### src/design/ffba_pkg.sv
// Shared types and codes of the first-fit block allocator.
package ffba_pkg;

    localparam int CMD_BITS  = 2;
    localparam int SIZE_BITS = 8;
    localparam int STAT_BITS = 3;
    localparam int CFG_BITS  = 8;

    localparam logic [CMD_BITS-1:0] CMD_ALLOC  = 2'd0;
    localparam logic [CMD_BITS-1:0] CMD_ERASE  = 2'd1;
    localparam logic [CMD_BITS-1:0] CMD_DEFRAG = 2'd2;

    localparam logic [STAT_BITS-1:0] ST_ALLOC_OK   = 3'd0;
    localparam logic [STAT_BITS-1:0] ST_ALLOC_FAIL = 3'd1;
    localparam logic [STAT_BITS-1:0] ST_ERASE_OK   = 3'd2;
    localparam logic [STAT_BITS-1:0] ST_ERASE_BAD  = 3'd3;
    localparam logic [STAT_BITS-1:0] ST_DEFRAG     = 3'd4;

    localparam logic [CFG_BITS-1:0] CELLS_RESET = 8'd128;

    // Strobes from the controller to the datapath.
    typedef struct packed {
        logic load;
        logic clear;
        logic scan;
        logic fill;
        logic tail;
        logic put;
    } t_dp_cmd;

    // Conditions reported by the datapath.
    typedef struct packed {
        logic clear_last;
        logic found;
        logic scan_end;
        logic fill_last;
        logic tail_end;
        logic out_free;
        logic is_defrag;
    } t_dp_sts;

endpackage

### src/design/ffba_ctrl.sv
// Sequencer of the first-fit block allocator: clear, scan, fill, tail and result phases.
module ffba_ctrl
    import ffba_pkg::*;
(
    input  logic    i_clk,
    input  logic    i_rst_n,
    input  logic    i_in_valid,
    output logic    o_in_stall,
    input  t_dp_sts i_sts,
    output t_dp_cmd o_cmd
);

    typedef enum logic [5:0] {
        S_CLEAR = 6'b000001,
        S_IDLE  = 6'b000010,
        S_SCAN  = 6'b000100,
        S_FILL  = 6'b001000,
        S_TAIL  = 6'b010000,
        S_DONE  = 6'b100000
    } t_state;

    t_state r_state;
    t_state n_state;

    always_comb begin
        n_state = r_state;
        o_cmd   = '0;
        case (r_state)
            S_CLEAR: begin
                o_cmd.clear = 1'b1;
                if (i_sts.clear_last) begin
                    n_state = S_IDLE;
                end
            end
            S_IDLE: begin
                if (i_in_valid) begin
                    o_cmd.load = 1'b1;
                    n_state    = S_SCAN;
                end
            end
            S_SCAN: begin
                o_cmd.scan = 1'b1;
                if (i_sts.found) begin
                    n_state = S_FILL;
                end else if (i_sts.scan_end) begin
                    n_state = i_sts.is_defrag ? S_TAIL : S_DONE;
                end
            end
            S_FILL: begin
                o_cmd.fill = 1'b1;
                if (i_sts.fill_last) begin
                    n_state = S_DONE;
                end
            end
            S_TAIL: begin
                o_cmd.tail = 1'b1;
                if (i_sts.tail_end) begin
                    n_state = S_DONE;
                end
            end
            S_DONE: begin
                // hold the result until the output register has room
                if (i_sts.out_free) begin
                    o_cmd.put = 1'b1;
                    n_state   = S_IDLE;
                end
            end
            default: begin
                n_state = S_IDLE;
            end
        endcase
    end

    always_ff @(posedge i_clk) begin
        if (!i_rst_n) begin
            r_state <= S_CLEAR;
        end else begin
            r_state <= n_state;
        end
    end

    assign o_in_stall = (r_state != S_IDLE);

endmodule

### src/design/ffba_dp.sv
// Datapath of the first-fit block allocator: cell owner memory, scan counters, handle counter.
module ffba_dp
    import ffba_pkg::*;
#(
    parameter int CELLS       = 128,
    parameter int HANDLE_BITS = 16
) (
    input  logic                   i_clk,
    input  logic                   i_rst_n,
    input  t_dp_cmd                i_cmd,
    output t_dp_sts                o_sts,
    input  logic                   i_cfg_we,
    input  logic [CFG_BITS-1:0]    i_cfg_data,
    input  logic [CMD_BITS-1:0]    i_command,
    input  logic [SIZE_BITS-1:0]   i_alloc_size,
    input  logic [HANDLE_BITS-1:0] i_handle_in,
    input  logic                   i_out_stall,
    output logic                   o_out_valid,
    output logic [STAT_BITS-1:0]   o_status,
    output logic [HANDLE_BITS-1:0] o_handle_out
);

    localparam int AW = (CELLS > 1) ? $clog2(CELLS) : 1;
    localparam int CW = $clog2(CELLS + 1);
    localparam logic [CW-1:0] NCELLS    = CW'(CELLS);
    localparam logic [CW-1:0] LAST_CELL = CW'(CELLS - 1);
    localparam logic [HANDLE_BITS-1:0] HMAX = {HANDLE_BITS{1'b1}};
    localparam logic [HANDLE_BITS-1:0] HFIRST = HANDLE_BITS'(1);

    logic [HANDLE_BITS-1:0] r_mem [CELLS];
    logic [HANDLE_BITS-1:0] r_rdata;

    logic [CFG_BITS-1:0]    r_cells;
    logic [CMD_BITS-1:0]    r_cmd;
    logic [SIZE_BITS-1:0]   r_size;
    logic [HANDLE_BITS-1:0] r_hin;
    logic [CW-1:0]          r_idx;
    logic [AW-1:0]          r_pidx;
    logic                   r_pvld;
    logic [SIZE_BITS-1:0]   r_run;
    logic                   r_found;
    logic                   r_live;
    logic [CW-1:0]          r_dst;
    logic [AW-1:0]          r_faddr;
    logic [SIZE_BITS-1:0]   r_fleft;
    logic [HANDLE_BITS-1:0] r_next;
    logic                   r_exh;
    logic [HANDLE_BITS-1:0] r_given;
    logic                   r_ovld;
    logic [STAT_BITS-1:0]   r_status;
    logic [HANDLE_BITS-1:0] r_hout;

    logic [CW-1:0]          ncells;
    logic                   issue;
    logic                   is_alloc;
    logic                   is_erase;
    logic                   is_defrag;
    logic [SIZE_BITS-1:0]   run_n;
    logic                   found;
    logic                   hit;
    logic                   keep;
    logic                   tail_end;
    logic                   out_free;
    logic                   we;
    logic [AW-1:0]          wa;
    logic [HANDLE_BITS-1:0] wd;
    logic [STAT_BITS-1:0]   res_status;
    logic [HANDLE_BITS-1:0] res_handle;

    // Cells in use: the register clipped to the memory depth.
    assign ncells    = (32'(r_cells) > 32'(CELLS)) ? NCELLS : CW'(r_cells);
    assign issue     = (r_idx < ncells);
    assign is_alloc  = (r_cmd == CMD_ALLOC);
    assign is_erase  = (r_cmd == CMD_ERASE);
    assign is_defrag = !is_alloc && !is_erase;
    assign run_n     = (r_rdata == '0) ? (r_run + SIZE_BITS'(1)) : '0;
    assign found     = i_cmd.scan && r_pvld && is_alloc && !r_found && (r_size != '0)
                       && !r_exh && (run_n == r_size);
    assign hit       = r_pvld && is_erase && (r_hin != '0) && (r_rdata == r_hin);
    assign keep      = r_pvld && is_defrag && (r_rdata != '0);
    assign tail_end  = (r_dst >= ncells);
    assign out_free  = !r_ovld || !i_out_stall;

    always_comb begin
        we = 1'b0;
        wa = r_pidx;
        wd = '0;
        if (i_cmd.clear) begin
            we = 1'b1;
            wa = r_idx[AW-1:0];
        end else if (i_cmd.scan) begin
            if (hit) begin
                we = 1'b1;
                wa = r_pidx;
            end else if (keep) begin
                // pack behind the read pointer; never overtakes it
                we = 1'b1;
                wa = r_dst[AW-1:0];
                wd = r_rdata;
            end
        end else if (i_cmd.fill) begin
            we = 1'b1;
            wa = r_faddr;
            wd = r_next;
        end else if (i_cmd.tail && !tail_end) begin
            we = 1'b1;
            wa = r_dst[AW-1:0];
        end
    end

    always_ff @(posedge i_clk) begin
        if (we) begin
            r_mem[wa] <= wd;
        end
        if (i_cmd.scan && issue) begin
            r_rdata <= r_mem[r_idx[AW-1:0]];
        end
    end

    always_comb begin
        case (r_cmd)
            CMD_ALLOC: res_status = r_found ? ST_ALLOC_OK : ST_ALLOC_FAIL;
            CMD_ERASE: res_status = r_live ? ST_ERASE_OK : ST_ERASE_BAD;
            default:   res_status = ST_DEFRAG;
        endcase
        res_handle = (is_alloc && r_found) ? r_given : '0;
    end

    always_ff @(posedge i_clk) begin
        if (!i_rst_n) begin
            r_cells <= CELLS_RESET;
            r_idx   <= '0;
            r_pvld  <= 1'b0;
            r_found <= 1'b0;
            r_live  <= 1'b0;
            r_dst   <= '0;
            r_next  <= HFIRST;
            r_exh   <= 1'b0;
            r_ovld  <= 1'b0;
        end else begin
            if (i_cfg_we) begin
                r_cells <= i_cfg_data;
            end
            if (i_cmd.clear) begin
                r_idx <= r_idx + CW'(1);
            end
            if (i_cmd.load) begin
                r_cmd   <= i_command;
                r_size  <= i_alloc_size;
                r_hin   <= i_handle_in;
                r_idx   <= '0;
                r_pvld  <= 1'b0;
                r_run   <= '0;
                r_found <= 1'b0;
                r_live  <= 1'b0;
                r_dst   <= '0;
            end
            if (i_cmd.scan) begin
                r_pvld <= issue;
                r_pidx <= r_idx[AW-1:0];
                if (issue) begin
                    r_idx <= r_idx + CW'(1);
                end
                if (r_pvld) begin
                    r_run <= run_n;
                end
                if (found) begin
                    r_found <= 1'b1;
                    r_faddr <= r_pidx;
                    r_fleft <= r_size - SIZE_BITS'(1);
                    r_given <= r_next;
                end
                if (hit) begin
                    r_live <= 1'b1;
                end
                if (keep) begin
                    r_dst <= r_dst + CW'(1);
                end
            end
            if (i_cmd.fill) begin
                r_faddr <= r_faddr - AW'(1);
                r_fleft <= r_fleft - SIZE_BITS'(1);
                if (r_fleft == '0) begin
                    // saturate at the largest handle
                    if (r_next == HMAX) begin
                        r_exh <= 1'b1;
                    end else begin
                        r_next <= r_next + HFIRST;
                    end
                end
            end
            if (i_cmd.tail && !tail_end) begin
                r_dst <= r_dst + CW'(1);
            end
            if (i_cmd.put) begin
                r_ovld   <= 1'b1;
                r_status <= res_status;
                r_hout   <= res_handle;
            end else if (r_ovld && !i_out_stall) begin
                r_ovld <= 1'b0;
            end
        end
    end

    assign o_sts.clear_last = (r_idx == LAST_CELL);
    assign o_sts.found      = found;
    assign o_sts.scan_end   = !issue && !r_pvld;
    assign o_sts.fill_last  = (r_fleft == '0);
    assign o_sts.tail_end   = tail_end;
    assign o_sts.out_free   = out_free;
    assign o_sts.is_defrag  = is_defrag;

    assign o_out_valid  = r_ovld;
    assign o_status     = r_status;
    assign o_handle_out = r_hout;

endmodule

### src/design/first_fit_block_allocator.sv
// Top level of the first-fit block allocator with compaction.
//
// The block keeps a memory of CELLS cells, each free (owner 0) or owned by a
// block handle, and takes one command word at a time: allocate finds the first
// run of alloc_size free cells among the first memory_cells cells and marks it
// with the next handle (1, 2, ... up to the largest HANDLE_BITS value, then
// allocate fails), erase frees every cell of a live handle, defragment packs
// the used cells to the front in order. Each command word returns one status
// word. After reset the owner memory is swept to zero, one cell per cycle,
// with input stalled; configuration writes are taken during that sweep.
// Commands run one at a time, each a walk over the owner memory through its
// single read port and single write port across the first min(memory_cells,
// CELLS) cells; allocate stops at the first fitting run and writes it with its
// handle, and defragment afterwards clears the cells behind the packed ones.
// The result sits in an output register, so the next command word is accepted
// while an earlier status word still waits on i_out_stall. Write memory_cells
// only while no command is in flight.
module first_fit_block_allocator
    import ffba_pkg::*;
#(
    parameter int CELLS       = 128,
    parameter int HANDLE_BITS = 16
) (
    input  logic                   i_clk,
    input  logic                   i_rst_n,
    // configuration: memory_cells
    input  logic                   i_cfg_we,
    input  logic [CFG_BITS-1:0]    i_cfg_data,
    // command words
    input  logic                   i_in_valid,
    output logic                   o_in_stall,
    input  logic [CMD_BITS-1:0]    i_command,
    input  logic [SIZE_BITS-1:0]   i_alloc_size,
    input  logic [HANDLE_BITS-1:0] i_handle_in,
    // status words
    output logic                   o_out_valid,
    input  logic                   i_out_stall,
    output logic [STAT_BITS-1:0]   o_status,
    output logic [HANDLE_BITS-1:0] o_handle_out
);

    t_dp_cmd dp_cmd;
    t_dp_sts dp_sts;

    // Controller: walk the phases, accept a command word only when idle.
    ffba_ctrl u_ctrl (
        .i_clk      (i_clk),
        .i_rst_n    (i_rst_n),
        .i_in_valid (i_in_valid),
        .o_in_stall (o_in_stall),
        .i_sts      (dp_sts),
        .o_cmd      (dp_cmd)
    );

    // Datapath: owner memory, run counter, pack pointer, handle counter, output register.
    ffba_dp #(
        .CELLS       (CELLS),
        .HANDLE_BITS (HANDLE_BITS)
    ) u_dp (
        .i_clk        (i_clk),
        .i_rst_n      (i_rst_n),
        .i_cmd        (dp_cmd),
        .o_sts        (dp_sts),
        .i_cfg_we     (i_cfg_we),
        .i_cfg_data   (i_cfg_data),
        .i_command    (i_command),
        .i_alloc_size (i_alloc_size),
        .i_handle_in  (i_handle_in),
        .i_out_stall  (i_out_stall),
        .o_out_valid  (o_out_valid),
        .o_status     (o_status),
        .o_handle_out (o_handle_out)
    );

endmodule

### config.mk
export PLATFORM = sky130hd
export DESIGN_NAME = first_fit_block_allocator
export DESIGN_NICKNAME = d
export VERILOG_FILES = /design/src/design/ffba_pkg.sv /design/src/design/ffba_ctrl.sv /design/src/design/ffba_dp.sv /design/src/design/first_fit_block_allocator.sv
export SDC_FILE = /design/constraint.sdc
export NUM_CORES = 2
export LEC_CHECK = 0
export BUFFER_PORTS_ARGS = -buffer_cell sky130_fd_sc_hd__buf_4
export CAP_MARGIN = 20
export CORE_UTILIZATION = 55
export CTS_BUF_LIST = sky130_fd_sc_hd__clkbuf_4
export DETAILED_ROUTE_END_ITERATION = 8
export PLACE_DENSITY = 0.8
export SLEW_MARGIN = 30
export SYNTH_ARGS = -nofsm -noshare
export SYNTH_HDL_FRONTEND = slang
export SYNTH_SLANG_ARGS = --single-unit
### constraint.sdc
create_clock -name i_clk -period 7.08 [get_ports i_clk]
set_input_delay 0.708 -clock i_clk [delete_from_list [all_inputs] [get_ports i_clk]]
set_output_delay 0.708 -clock i_clk [all_outputs]
set_load 0.05 [all_outputs]
==> results.yml <==
detailed_routing:
  vias: 44920
  drt_iter0_drc: 6020
  routedWlPerCell_um: 29.14
  dr.pass1.iters: 6
  drc: 0
  via_per_inst: 6.409
  postRouteAntennaNets: 0
  wl_um: 204200
clock_tree:
  cts_setup_buffers: 0
  numClockSinks: 2206
  ctsResizeCount: 0
  cts_tree: "built"
  cts_root_buffer: "clkbuf_4"
  cts_made_buffers: 546
  clock_latency_ps: 1350
  clock_path_buffers: 4
  path_clk_slew_ps: 60
  h-tree-depth: 6
  hold_buffers: 53
layout:
  final_area_sq_um: 97370
  drive_gt1_frac: 0.3469
  area_growth_pct: 13.25
  final_common_cell: "edfxtp_1"
  fill_cells: 9907
  final_cell_mix: "2155 x edfxtp_1, 759 x clkbuf_4, 590 x mux4_2"
  fin_nets: 4661
pwr:
  p_total_w: 0.02793
  leakage_nw: 35.40
  peakVddDrop_v: 0.0001898
  powerDensity_nw_per_um2: 286.8
worst_hold_path:
  hp-class: "in -> reg"
  hold_path_depth: 2
sta:
  clock.fmax_mhz: 209.4
  min_period_over_period: 0.6744
  slew_violations: 0
  rsz0062_at_grt: "false"
  fin_skew_ps: 91.57
  worst_pin_slew_ps: 1125
  setup_violations: 0
  hold_slack_ps: 122.9
  maxSlewHeadroom: 0.2499
  tns_ps: 0
  hold_viol: 0
  period_needed_ps: 4775
global_route:
  grt_max_degree: 135
  grt_pass1_vias: 45540
  global_route.usage.total: 0.2605
  overflow: 0
  grt_pass1_wl_um: 296600
  antenna_found_initial: 8
floorplan:
  rows: 144
  boundaryPins: 60
  fp.dieW_um: 397.4
  die_area_sq_um: 157900
  start_util: 0.5562
  die_h_um: 397.4
  coreArea_sq_um: 154600
setup_path:
  required_ps: 8070
  cp_num_cells: 12
  endpoint: "u_dp.r_mem[40][10]"
  worst_setup_path_end_kind: "flop"
  r2r_end: "u_dp.r_mem[40][10]"
  worst-path-buf-inv: 2
  rr_startpoint: "u_dp.r_cells[7]"
  crit_chain: "clkinv_1 > nand2_1 > ha_1 > a21o_1 > a21o_1 > a211oi_2 > o21a_2 > o21ai_1 > a221oi_4 > nand4_1 > nor2_1 > buf_4"
  path_class: "reg -> reg"
  path_max_fanout: 9
  slowest_delay_ps: 820
  cp_common_cell: "a21o_1"
  critPathArrivalTime_ps: 5770
  cp_slowest_cell: "nor2_1"
  r2r_slack_ps: 2310
  setup.worst_path.start: "u_dp.r_cells[7]"
  worstRegToRegCells: 12
  path_delay_family: "simple AND/OR/NAND/NOR gates"
  start_kind: "flop"
synth:
  synth_cells: 3942
  syn-cell-area_sq_um: 85980
  avgSynthCellArea_sq_um: 21.81
  synthArstFlopShare: 0
  yosysSeqAreaShare: 0.7645
  synth.distinct_cells: 70
  ys_ff_latch: 2206
  synth_warnings: 0
  syn-num-nets: 4003
  ys.flop_type: "edfxtp_1"
  synth_edf_count: 2155
place:
  numPortBuffers: 59
  dpl_cell_area_sq_um: 90150
  dp_hpwl_um: 118800
  gp_congestion: 0.9301
run_status:
  status: "finished clean"
run:
  drv_cap: 0
==> cell families after synthesis <==
group,Yosys count,share of synthesized area
flops,2206,0.7645
mux,742,0.1725
simple gates,496,0.02697
buf+inv,218,0.01080
compound gates,206,0.01674
xor+xnor,52,0.005297
fa+ha+maj,22,0.003202
==> how the worst min path moves through the flow <==
stage / end / slack, ps / start
after detailed placement: u_dp.r_live / 470 / u_dp.r_live
after floorplan: u_dp.r_live / 420 / u_dp.r_live
after global placement: u_dp.r_live / 470 / u_dp.r_live
after global routing: u_dp.r_size[0] / 8 / i_alloc_size[0]
after CTS: u_dp.r_size[0] / 0.3 / i_alloc_size[0]
final: u_dp.r_size[0] / 120 / i_alloc_size[0]
==> cells in the mapped netlist, types with 25 or more instances <==
cell,count,area [sq um]
edfxtp_1,2155,64710
mux4_2,590,13290
nor2_1,185,694.4
mux2i_1,138,1381
nand2_1,127,476.7
clkbuf_1,110,412.9
buf_2,54,270.3
a21oi_1,52,260.3
dfxtp_1,51,1021
a22oi_1,42,315.3
nand3_1,40,200.2
nand4_1,39,244.0
o21ai_0,36,180.2
buf_1,31,116.4
xnor2_1,27,236.5
xor2_1,25,219.0
==> layer usage <==
| metal | GRT usage | part of all wire | vias to the layer above |
|---|---|---|---|
| met5 | 0 | 0.00023 | - |
| met4 | 0.1277 | 0.044 | 8 |
| met3 | 0.07909 | 0.12 | 501 |
| met2 | 0.3918 | 0.47 | 3310 |
| met1 | 0.3499 | 0.36 | 22900 |
| li1 | - | - | 18210 |
==> layout make-up <==
| class | count | area, sq um | share of cell area |
|---|---|---|---|
| diodes | 12 | 30.03 | 0.0003084 |
| clock buffers | 759 | 5698 | 0.05852 |
| clock inverters | 142 | 850.8 | 0.008738 |
| inverters | 17 | 68.82 | 0.0007067 |
| multi-input cells | 1518 | 19540 | 0.2006 |
| flip-flops and latches | 2206 | 65750 | 0.6752 |
| well taps | 2044 | 2557 | 0.02626 |
| repair buffers | 311 | 2882 | 0.02959 |
==> registers in the layout (all words and copies together) (netlist names), 3 cells and up <==
name and count:
u_dp.r_run 8, u_dp.r_pidx 7, u_dp.o_handle_out 16, u_dp.r_dst 8
u_dp.r_hin 16, u_dp.r_faddr 7, u_dp.r_rdata 16, u_dp.r_next 16
u_dp.r_mem 2048, u_dp.r_fleft 8, u_dp.r_given 16, u_ctrl.r_state 6
u_dp.r_idx 8, u_dp.r_size 8, u_dp.o_status 3, u_dp.r_cells 8
==> through the flow <==
step	utilization	cells	setup WS, ps
final	0.6299	7009	2305
after global routing	0.6299	7008	2047
after CTS	0.6290	6993	2384
after detailed placement	0.5832	6039	2445
after global placement	0.5817	6028	2545
after floorplan	-	3942	962.0
==> worst reg2reg max path, stage by stage (launching register included) <==
cell,delay [ps]
dfxtp_1,360
clkinv_1,260
nand2_1,170
ha_1,250
a21o_1,160
a21o_1,180
a211oi_2,240
o21a_2,240
o21ai_1,250
a221oi_4,540
nand4_1,650
nor2_1,830
buf_4,320
==> where the power goes <==
group	internal [W]	total (W)	switching, W
clock	0.00534	0.0102	0.00487
combinational	0.00138	0.00331	0.00194
sequential	0.0143	0.0144	0.000138
No activity file was read; power rests on OpenSTA's default activity.
